==> src/hw/rtl/sit_pkg.sv <==
// ----------------------------------------------------------------------------
// sit_pkg
// Shared types for the segment intersection unit.
// ----------------------------------------------------------------------------
`default_nettype none

package sit_pkg;

  // Per-beat control word that travels down the pipeline next to the data.
  typedef struct packed {
    logic valid;
    logic hit;
    logic parallel;
    logic neg_x;
    logic neg_y;
    logic ovf_x;
    logic ovf_y;
  } sit_ctrl_t;

endpackage

`default_nettype wire

==> src/hw/rtl/sit_cell.sv <==
// ----------------------------------------------------------------------------
// sit_cell
// One restoring-division step for both axes; yields one quotient bit each.
// ----------------------------------------------------------------------------
`default_nettype none

module sit_cell import sit_pkg::*; #(
  parameter int unsigned W = 24
) (
  input  wire logic                clk_i,
  input  wire logic                rst_ni,
  input  wire logic                en_i,
  input  wire sit_ctrl_t           ctrl_i,
  input  wire logic [2*W-1:0]      d_i,
  input  wire logic signed [W-1:0] px_i,
  input  wire logic signed [W-1:0] py_i,
  input  wire logic [2*W-1:0]      remx_i,
  input  wire logic [2*W-1:0]      remy_i,
  input  wire logic [W:0]          lowx_i,
  input  wire logic [W:0]          lowy_i,
  input  wire logic [W:0]          qx_i,
  input  wire logic [W:0]          qy_i,
  output sit_ctrl_t                ctrl_o,
  output logic [2*W-1:0]           d_o,
  output logic signed [W-1:0]      px_o,
  output logic signed [W-1:0]      py_o,
  output logic [2*W-1:0]           remx_o,
  output logic [2*W-1:0]           remy_o,
  output logic [W:0]               lowx_o,
  output logic [W:0]               lowy_o,
  output logic [W:0]               qx_o,
  output logic [W:0]               qy_o
);

  localparam int unsigned DW = 2 * W;
  localparam int unsigned K  = W + 1;

  logic [DW:0]   shx, shy, dext, subx, suby;
  logic          gex, gey;

  // bring down the next dividend bit, subtract when it fits
  assign shx  = {remx_i, lowx_i[K-1]};
  assign shy  = {remy_i, lowy_i[K-1]};
  assign dext = {1'b0, d_i};
  assign gex  = (shx >= dext);
  assign gey  = (shy >= dext);
  assign subx = shx - dext;
  assign suby = shy - dext;

  always_ff @(posedge clk_i or negedge rst_ni) begin
    if (!rst_ni) begin
      ctrl_o <= '0;
    end else if (en_i) begin
      ctrl_o <= ctrl_i;
    end
  end

  always_ff @(posedge clk_i) begin
    if (en_i) begin
      d_o    <= d_i;
      px_o   <= px_i;
      py_o   <= py_i;
      remx_o <= gex ? subx[DW-1:0] : shx[DW-1:0];
      remy_o <= gey ? suby[DW-1:0] : shy[DW-1:0];
      lowx_o <= {lowx_i[K-2:0], 1'b0};
      lowy_o <= {lowy_i[K-2:0], 1'b0};
      qx_o   <= {qx_i[K-2:0], gex};
      qy_o   <= {qy_i[K-2:0], gey};
    end
  end

endmodule

`default_nettype wire

==> config.mk <==
export PLATFORM = sky130hd
export DESIGN_NAME = sit_cell
export DESIGN_NICKNAME = d
export VERILOG_FILES = /design/src/hw/rtl/sit_pkg.sv /design/src/hw/rtl/sit_cell.sv
export SDC_FILE = /design/constraint.sdc
export NUM_CORES = 1
export LEC_CHECK = 0
export BUFFER_PORTS_ARGS = -buffer_cell sky130_fd_sc_hd__buf_2
export CAP_MARGIN = 20
export CORE_ASPECT_RATIO = 0.5
export CORE_MARGIN = 2
export CORE_UTILIZATION = 30
export DETAILED_ROUTE_END_ITERATION = 7
export GPL_TIMING_DRIVEN = 0
export SLEW_MARGIN = 5
export SYNTH_ARGS = -nofsm -noshare
export SYNTH_HDL_FRONTEND = slang
export SYNTH_SLANG_ARGS = --single-unit
==> constraint.sdc <==
create_clock -name clk_i -period 0.8 [get_ports clk_i]
set_input_delay 0.12 -clock clk_i [delete_from_list [all_inputs] [get_ports clk_i]]
set_output_delay 0.12 -clock clk_i [all_outputs]
set_load 0.05 [all_outputs]
; Word-level counts from Yosys, hierarchy flattened
; Index checks and enable logic that the tools add are counted.
[word_totals]
ff_bits = 297
input_bits = 302
out_inout_bits = 299
wordCells = 22
[op_classes]
add_sub_neg = 2
n_lt_le_gt_ge = 2
muxes = 2
[ops]
columns = cell, count
row1 = 49-bit by 48-bit greater-or-equal comparator with 1-bit output, 2
row2 = 48-bit two-way mux, 2
row3 = 48-bit subtractor, 2

; Depth between registers and ports, before layout
; Gate-level depths: netlist of the first run.
[logic_depth]
depth_word = 2
depth_mapped = 15
ltp_nobuf = 12

; Least setup slack after synthesis of the first run
; Ideal clock, no wire load.
[synth_timing]
kind = in2reg
startpoint = input d_i[10]
endpoint = register remx_o[27] (data pin)
setup_time_ns = 0.262
arrival_time_ns = 2.663
t_required_ns = 0.538
setup_slack_ns = -2.125
stages = 13
path_buffers = 2
path_cell_list = inv_1 -> ha_1 -> nand4_2 -> o311ai_2 -> a211oi_2 -> a2111oi_4 -> o21ai_2 -> o31ai_4 -> a21boi_2 -> buf_6 -> inv_4 -> buf_8 -> mux2_1
[synth_via]
elab_chain_len = 2
word_cells_on_any_way = 3
classes_between = add/sub: 1 / order compare: 1 / mux: 1
[synth_rtl]
columns = element, line
row1 = "start, declared", sit_cell.sv:14  ; input wire logic [2*W-1:0] d_i,
row2 = 49-bit by 48-bit greater-or-equal comparator with 1-bit output, sit_cell.sv:45  ; assign gex = (shx >= dext);
row3 = net gex, sit_cell.sv:39  ; logic gex, gey;
row4 = 48-bit two-way mux, sit_cell.sv:63  ; remx_o <= gex ? subx[DW-1:0] : shx[DW-1:0];
row5 = "end signal, assigned", sit_cell.sv:63
row6 = "end, declared", sit_cell.sv:27  ; output logic [2*W-1:0] remx_o,
; The timed path passes the listed nets, and every way through them passes these cells.
; A chain may end at the register's enable or synchronous reset.

; Worst setup path in the final report of the first run
[layout_timing]
startpoint = input d_i[2]
endpoint = register remy_o[35] (data pin)
[layout_via]
elab_chain_len = 2
word_cells_on_any_way = 3
classes_between = add/sub: 1 / order compare: 1 / mux: 1
[layout_rtl]
columns = element, line
row1 = 48-bit subtractor or 49-bit by 48-bit greater-or-equal comparator with 1-bit output (tied branches), "sit_cell.sv:48, sit_cell.sv:46"
row2 = 48-bit two-way mux *, sit_cell.sv:64  ; remy_o <= gey ? suby[DW-1:0] : shy[DW-1:0];
row3 = "end signal, assigned", sit_cell.sv:64
row4 = "end, declared", sit_cell.sv:28  ; output logic [2*W-1:0] remy_o,
; Every way passes the cells marked *; elsewhere a longest branch is shown, timed or not.

==> reports/qor.txt, run 1 <==
number of synthesized flops with an enable pin - 290
core area - 52040 um2
clk_skew - 0 ns
reg2reg path depth - 1
number of max-cap violations - 0
wire per inst - 21.88 um
fin crit share - 331.0%
Worst setup endpoint - remy_o[35]$_DFFE_PP_
Initial Utilization - 30.41%
Yosys reg bits - 297
Net count, final - 2751
RSZ-0062 raised after global routing - true
maximum vdd ir drop - 1.809 mV
IO Port Bufs - 596
DP Area - 20360 um2
RR Endpoint - ctrl_o[4]$_DFFE_PN0P_
final worst path period need - 2.648 ns
final instance area - 28840 um2
fmax - 377.6 MHz
register-to-register setup slack - 0 ns
Post-Syn Instances - 1333
crit path cell chain - buf_8, clkinvlp_4, ha_4, nand3_4, o21bai_4, a211oi_4, o211ai_1, a2111oi_4, o21ai_2, o21bai_2, a21bo_2, buf_8, buf_12, buf_16, mux2_4
Max Slew Vio Count - 0
Die H - 166.4 um
largest fanout on the critical path - 5
CTS tree - yes
Leak - 12.25 nW
Pwr per Cell Area - 1953 nW/um2
final setup margin - -1.848 ns
Horiz. Die Dim - 328.8 um
DR DRC count - 0
FILL cells - 4197
depth of the CTS H-tree - 1
syn_area_per_cell - 11.87 um2
Yosys cell types - 78
area occupied by registers - 8892 um2
HP Class - in2reg
Final Hold Fails - 0
First DRT Iteration DRCs - 1156
Slew @ Worst Pin - 0.7397 ns
total CTS buffers - 31
Final Instance Count excl. Fillers - 3081
total number of vias - 15400
Startpoint Class - input pin
failing checks - setup timing
gpl congestion - 0.8919
most used cell, CP - buf_8
I/O Pins - 601
first-pass GRT wire length - 96720 um
row count - 59
layout cells sized above 1 - 46.10%
run status - finished, violations left
largest net degree at the start of global routing - 56
Max-Slew Margin vs Limit - 50.31%
Crit path arrival time - 3.02 ns
Root Buffer - clkbuf_16
Global Route Usage Sum - 23.29%
predominant post-synthesis flop cell - edfxtp_1
register area share after synthesis - 56.12%
Total Wirelength - 67420 um
first drt pass iteration count - 8
Worst-path clk slew - 0.07 ns
post-route ant nets - 0
asr flop ratio synth - 2.357%
initial antenna violation count - 14
Clock Sinks - 297
synth warn - 0
vias in the first global route - 15480
placed cell count - 2634
multi-input logic area - 8038 um2
Cell Area, Synth - 15830 um2
CP max-delay cell - a2111oi_4
crit path launch - d_i[2]
dpl hpwl - 45750 um
CP endpoint kind - flop
Worst path max stage delay - 0.47 ns
# setup viols final - 396
worst r2r src - ctrl_o[4]$_DFFE_PN0P_
Crit Path Category - in2reg
Clock Latency Late Sink - 0.61 ns
Max Root-Sink Buffers - 3
gr ovfl total - 0
Layout area overhead - 82.22%
Final Power - 0.05633 W
via/cell ratio - 4.998
Die ar. - 54730 um2
critical path required time - 1.18 ns
==> critical path, delay by kind of cell <==
kind | cells | cell delay, ns
AOI/OAI and AO/OA | 7 | 1.67
buffers and inverters | 5 | 0.57
muxes | 1 | 0.30
adders and majority gates | 1 | 0.29
and+or+nand+nor | 1 | 0.06
==> cell usage after synthesis (6+ instances only) <==
cell type / instances / area (um2)
nor2_1: 64 / 240.2
nand3_1: 14 / 70.07
inv_1: 85 / 319.1
dfrtp_1: 7 / 175.2
clkbuf_1: 27 / 101.4
o211ai_1: 7 / 52.55
edfxtp_1: 290 / 8708
nor3_1: 24 / 120.1
a211oi_1: 16 / 120.1
a31oi_1: 13 / 81.33
nor2b_1: 8 / 50.05
xor2_1: 31 / 271.5
and3_1: 9 / 56.30
or3_1: 7 / 43.79
o21ai_0: 92 / 460.4
a21oi_1: 94 / 470.5
mux2_2: 51 / 574.3
xnor2_1: 49 / 429.2
o21bai_1: 17 / 127.6
a21o_1: 45 / 337.8
buf_2: 12 / 60.06
o21a_1: 10 / 75.07
and4_1: 6 / 52.55
nand4_1: 23 / 143.9
nand2_1: 124 / 465.5
nand2b_1: 9 / 56.30
ha_1: 96 / 1201
==> repair_timing <==
item,in CTS,in global routing
endpoints found under the hold margin,326,9
hold buffers,297,2
gates resized for setup,787,250
endpoints found under the setup margin,575,689
gates cloned,16,2
setup buffers,53,36
pin swaps,34,102
==> power by group <==
| group | switching (W) | internal, W | total (W) |
|---|---|---|---|
| logic | 0.0127 | 0.00927 | 0.0220 |
| registers | 0.000866 | 0.0192 | 0.0200 |
| clock network | 0.00683 | 0.00751 | 0.0143 |
| total | 0.0204 | 0.0359 | 0.0563 |
==> worst min-delay path by stage <==
stage	start	depth (start not counted)	to
floorplan	rst_ni	0	ctrl_o[0]$_DFFE_PN0P_
global placement	rst_ni	1	ctrl_o[0]$_DFFE_PN0P_
detailed placement	rst_ni	1	ctrl_o[0]$_DFFE_PN0P_
CTS	d_i[1]	1	d_o[1]$_DFFE_PP_
global route	remy_i[47]	4	remy_o[45]$_DFFE_PP_
finish	remy_i[47]	4	remy_o[45]$_DFFE_PP_
==> cell type report <==
class | count | share of cell area, %
Multi-Input combinational cell | 903 | 27.87
Tap cell | 701 | 3.041
Timing Repair Buffer | 1000 | 32.31
Buffer | 32 | 1.280
Clock inverter | 19 | 0.5466
Inverter | 86 | 1.306
Sequential cell | 297 | 30.83
Clock buffer | 36 | 2.755
Antenna cell | 7 | 0.06073
==> state kept, by name, indices dropped and copies added (netlist names) <==
signal / cells
remy_o: 48
lowx_o: 24
qy_o: 25
qx_o: 25
d_o: 48
py_o: 24
lowy_o: 24
ctrl_o: 7
px_o: 24
remx_o: 48
==> routing by layer <==
| metal | share of wire [%] | routed length [um] | global-route usage, % |
|---|---|---|---|
| met4 | 3.4 | 2298 | 6.254 |
| met5 | 0.047 | 32 | 0 |
| met2 | 51 | 34700 | 41.93 |
| met1 | 39 | 26300 | 28.68 |
| met3 | 6.1 | 4087 | 3.943 |
==> layout by cell type, fill, tap and decap left out, types with 8 or more instances in the layout <==
cell / n
buf_12: 14
mux2_2: 10
a21oi_2: 13
xnor2_1: 48
o21a_1: 10
mux2_4: 44
a211oi_1: 8
ha_4: 34
buf_2: 288
o21ai_1: 13
o21ai_2: 34
inv_2: 22
o21ai_0: 44
nand2_4: 30
buf_6: 323
dlygate4sd3_1: 297
inv_1: 54
a21o_1: 45
ha_2: 8
a21oi_1: 75
nand2_1: 78
o21bai_1: 16
xor2_1: 31
nor3_1: 17
buf_8: 11
ha_1: 54
edfxtp_1: 290
buf_16: 11
nand3_1: 11
buf_4: 62
nand4_1: 23
clkbuf_16: 33
nor2_1: 58
nand2_2: 16
a31oi_1: 11
==> per-stage QoR <==
step           util, %  setup WS (ns)  setup TNS, ns  hold WS [ns]
6_report         55.42         -1.848        -318.57       0.01481
5_1_grt          55.41         -1.900        -336.10     -0.008144
4_1_cts          53.41         -1.963        -462.24       -0.3075
3_5_place_dp     39.12         -3.354        -497.65      -0.03607
3_3_place_gp     38.94         -5.158       -1673.58      -0.03901
2_1_floorplan        -         -1.926        -175.72       -0.1756
==> cells by family (layout without fill, tap and decap cells) <==
family | Yosys count | after routing | share of synthesized area (%)
buffers and inverters | 134 | 1173 | 3.581
and+or+nand+nor | 307 | 307 | 9.090
AOI/OAI and AO/OA | 360 | 360 | 14.95
xor gates and xnor gates | 80 | 80 | 4.427
muxes | 56 | 56 | 3.968
other | 1 | 9 | 0.02369
DFF | 297 | 297 | 56.12
adders and majority gates | 98 | 98 | 7.841
Note: power is estimated with default switching activity, not from simulation.
==> run 2: changes to the inputs <==
- CTS_BUF_LIST: unset -> sky130_fd_sc_hd__clkbuf_16
==> run 2 against run 1 <==
Compared with the run above:
- the flow still finishes with violations (setup timing)
- setup slack worse by 0.032 ns
- global-route usage grew 0.072 points
- design area decreased by 0.49%
- die area stayed put
- clock skew stayed put
- sequential power is essentially flat
- non-clock buffer count rose by 1
- cell count rose by 0.23%
- hold slack better by 0.0025 ns
- sequential share of layout area increased by 0.15 points
- register-to-register slack worse by 0.12 ns
- clock power hardly changed
==> reports/qor.txt, run 2 (synthesis gave the netlist of run 1 again) <==
CTS tree - yes
largest registers - d_o x48, remx_o x48, remy_o x48
combinational share of power - 38.9%
Global Route Usage Sum - 23.37%
commonest non-fill, non-tap cell in the layout - buf_6
most used cell, CP - buf_4
Leak - 12.26 nW
register-to-register setup slack - -0.12 ns
IO Port Bufs - 596
dpl hpwl - 45750 um
First DRT Iteration DRCs - 1101
worst r2r src - ctrl_o[0]$_DFFE_PN0P_
Root Buffer - clkbuf_16
vias in the first global route - 15510
DR DRC count - 0
CP endpoint kind - flop
Initial Utilization - 30.41%
CP max-delay cell - o311ai_4
initial antenna violation count - 21
sequential cell fraction of total power - 35.7%
final setup margin - -1.880 ns
gpl congestion - 0.8919
Levels on crit path - 14
# setup viols final - 397
via/cell ratio - 5.000
maximum vdd ir drop - 1.842 mV
Pwr per Cell Area - 1956 nW/um2
largest fanout on the critical path - 5
reg2reg path depth - 2
Max Slew Vio Count - 0
wire per inst - 21.90 um
Max Root-Sink Buffers - 3
NetSw - 0.02035 W
first-pass GRT wire length - 96520 um
core area - 52040 um2
row count - 59
Startpoint Class - input pin
largest net degree at the start of global routing - 56
layout cells sized above 1 - 45.41%
Total Wirelength - 67640 um
final worst path period need - 2.680 ns
Slew @ Worst Pin - 0.7185 ns
CP delay by family, top - compound AO/OA/AOI/OAI gates
RR Endpoint - ctrl_o[0]$_DFFE_PN0P_
WP buf/inv - 4
Net count, final - 2752
fmax - 373.1 MHz
gr ovfl total - 0
clk_skew - 0 ns
FILL cells - 4246
Layout area overhead - 81.31%
HP Class - in2reg
Int Power - 0.03578 W
Horiz. Die Dim - 328.8 um
first drt pass iteration count - 5
post-route ant nets - 0
Die H - 166.4 um
switching share of total power - 36.25%
depth of the CTS H-tree - 1
number of max-cap violations - 0
Clock Latency Late Sink - 0.61 ns
Worst setup endpoint - remy_o[44]$_DFFE_PP_
crit path cell chain - buf_8, clkinvlp_4, ha_4, buf_4, nor2b_4, o31a_1, o311ai_4, nand3_4, a22oi_2, buf_4, o31ai_4, a311oi_4, xnor2_2, mux2_4
Crit path arrival time - 3.05 ns
Clock power frac - 25.4%
commonest cells after routing, fill and taps aside - buf_6 (321), dlygate4sd3_1 (297), edfxtp_1 (290)
fin crit share - 335.0%
total CTS buffers - 31
Crit Path Category - in2reg
critical path required time - 1.17 ns
Util after Layout - 55.15%
Max-Slew Margin vs Limit - 51.73%
depth of the worst hold-timing path - 4
Worst-path clk slew - 0.07 ns
Die ar. - 54730 um2
I/O Pins - 601
Final Hold Fails - 0
run status - finished, violations left
Clock Sinks - 297
crit path launch - d_i[2]
Worst path max stage delay - 0.45 ns
failing checks - setup timing
total number of vias - 15440
final instance area - 28700 um2
RSZ-0062 raised after global routing - true
DP Area - 20360 um2
[run 2: worst min-delay path by stage]
stage | start | end | slack (ns)
after floorplan | rst_ni | ctrl_o[0]$_DFFE_PN0P_ | -0.18
after global placement | rst_ni | ctrl_o[0]$_DFFE_PN0P_ | -0.04
after detailed placement | rst_ni | ctrl_o[0]$_DFFE_PN0P_ | -0.04
after CTS | d_i[1] | d_o[1]$_DFFE_PP_ | -0.31
after global routing | remy_i[47] | remy_o[45]$_DFFE_PP_ | -0.007
final | remy_i[47] | remy_o[45]$_DFFE_PP_ | 0.02
[run 2: power groups by stage]
stage | Sequential (W) | Clock (W) | Combinational, W
CTS | 0.0200 | 0.0145 | 0.0207
global route | 0.0202 | 0.0151 | 0.0228
global placement | 0.0200 | 0 | 0.0157
finish | 0.0200 | 0.0143 | 0.0218
floorplan | 0.0257 | 0 | 0.00533
detailed placement | 0.0199 | 0 | 0.0158
[run 2: final cells by class]
class	count	area, um2	share of cell area (%)
Timing Repair Buffer	1001	9286	32.36
Tap cell	701	877.1	3.056
Clock buffer	31	775.7	2.703
Sequential cell	297	8892	30.98
Multi-Input combinational cell	903	7925	27.61
Buffer	32	365.4	1.273
Clock inverter	24	176.4	0.6147
Antenna cell	13	32.53	0.1133
Inverter	86	369.1	1.286
[run 2: through the flow]
stage	TNS (ns)	total power, W	instances	hold WS, ns	setup WS [ns]
floorplan	-175.72	0.03101	1334	-0.1756	-1.926
global placement	-1673.58	0.03568	2631	-0.03901	-5.158
detailed placement	-497.65	0.03570	2634	-0.03607	-3.354
CTS	-462.15	0.05516	3051	-0.3075	-1.963
global route	-337.51	0.05806	3086	-0.006552	-1.901
finish	-316.93	0.05612	3088	0.01730	-1.880
[run 2: layer usage]
layer  wire, um  GRT usage (%)
met5         38              0
met4       2628          8.477
met3       4039          4.431
met2      34480          40.86
met1      26450          28.63
[run 2: repair_timing]
action / CTS / global route
gates resized for setup: 787 / 219
pin swaps: 34 / 97
endpoints found under the hold margin: 326 / 9
setup buffers: 53 / 39
endpoints found under the setup margin: 575 / 689
hold buffers: 297 / 2
cloned: 16 / 2
[run 2: worst min-delay path: cells and delay by family]
family	cells	cell delay, ns
AOI/OAI and AO/OA	2	0.17
buffers and inverters	1	0.10
and+or+nand+nor	1	0.07
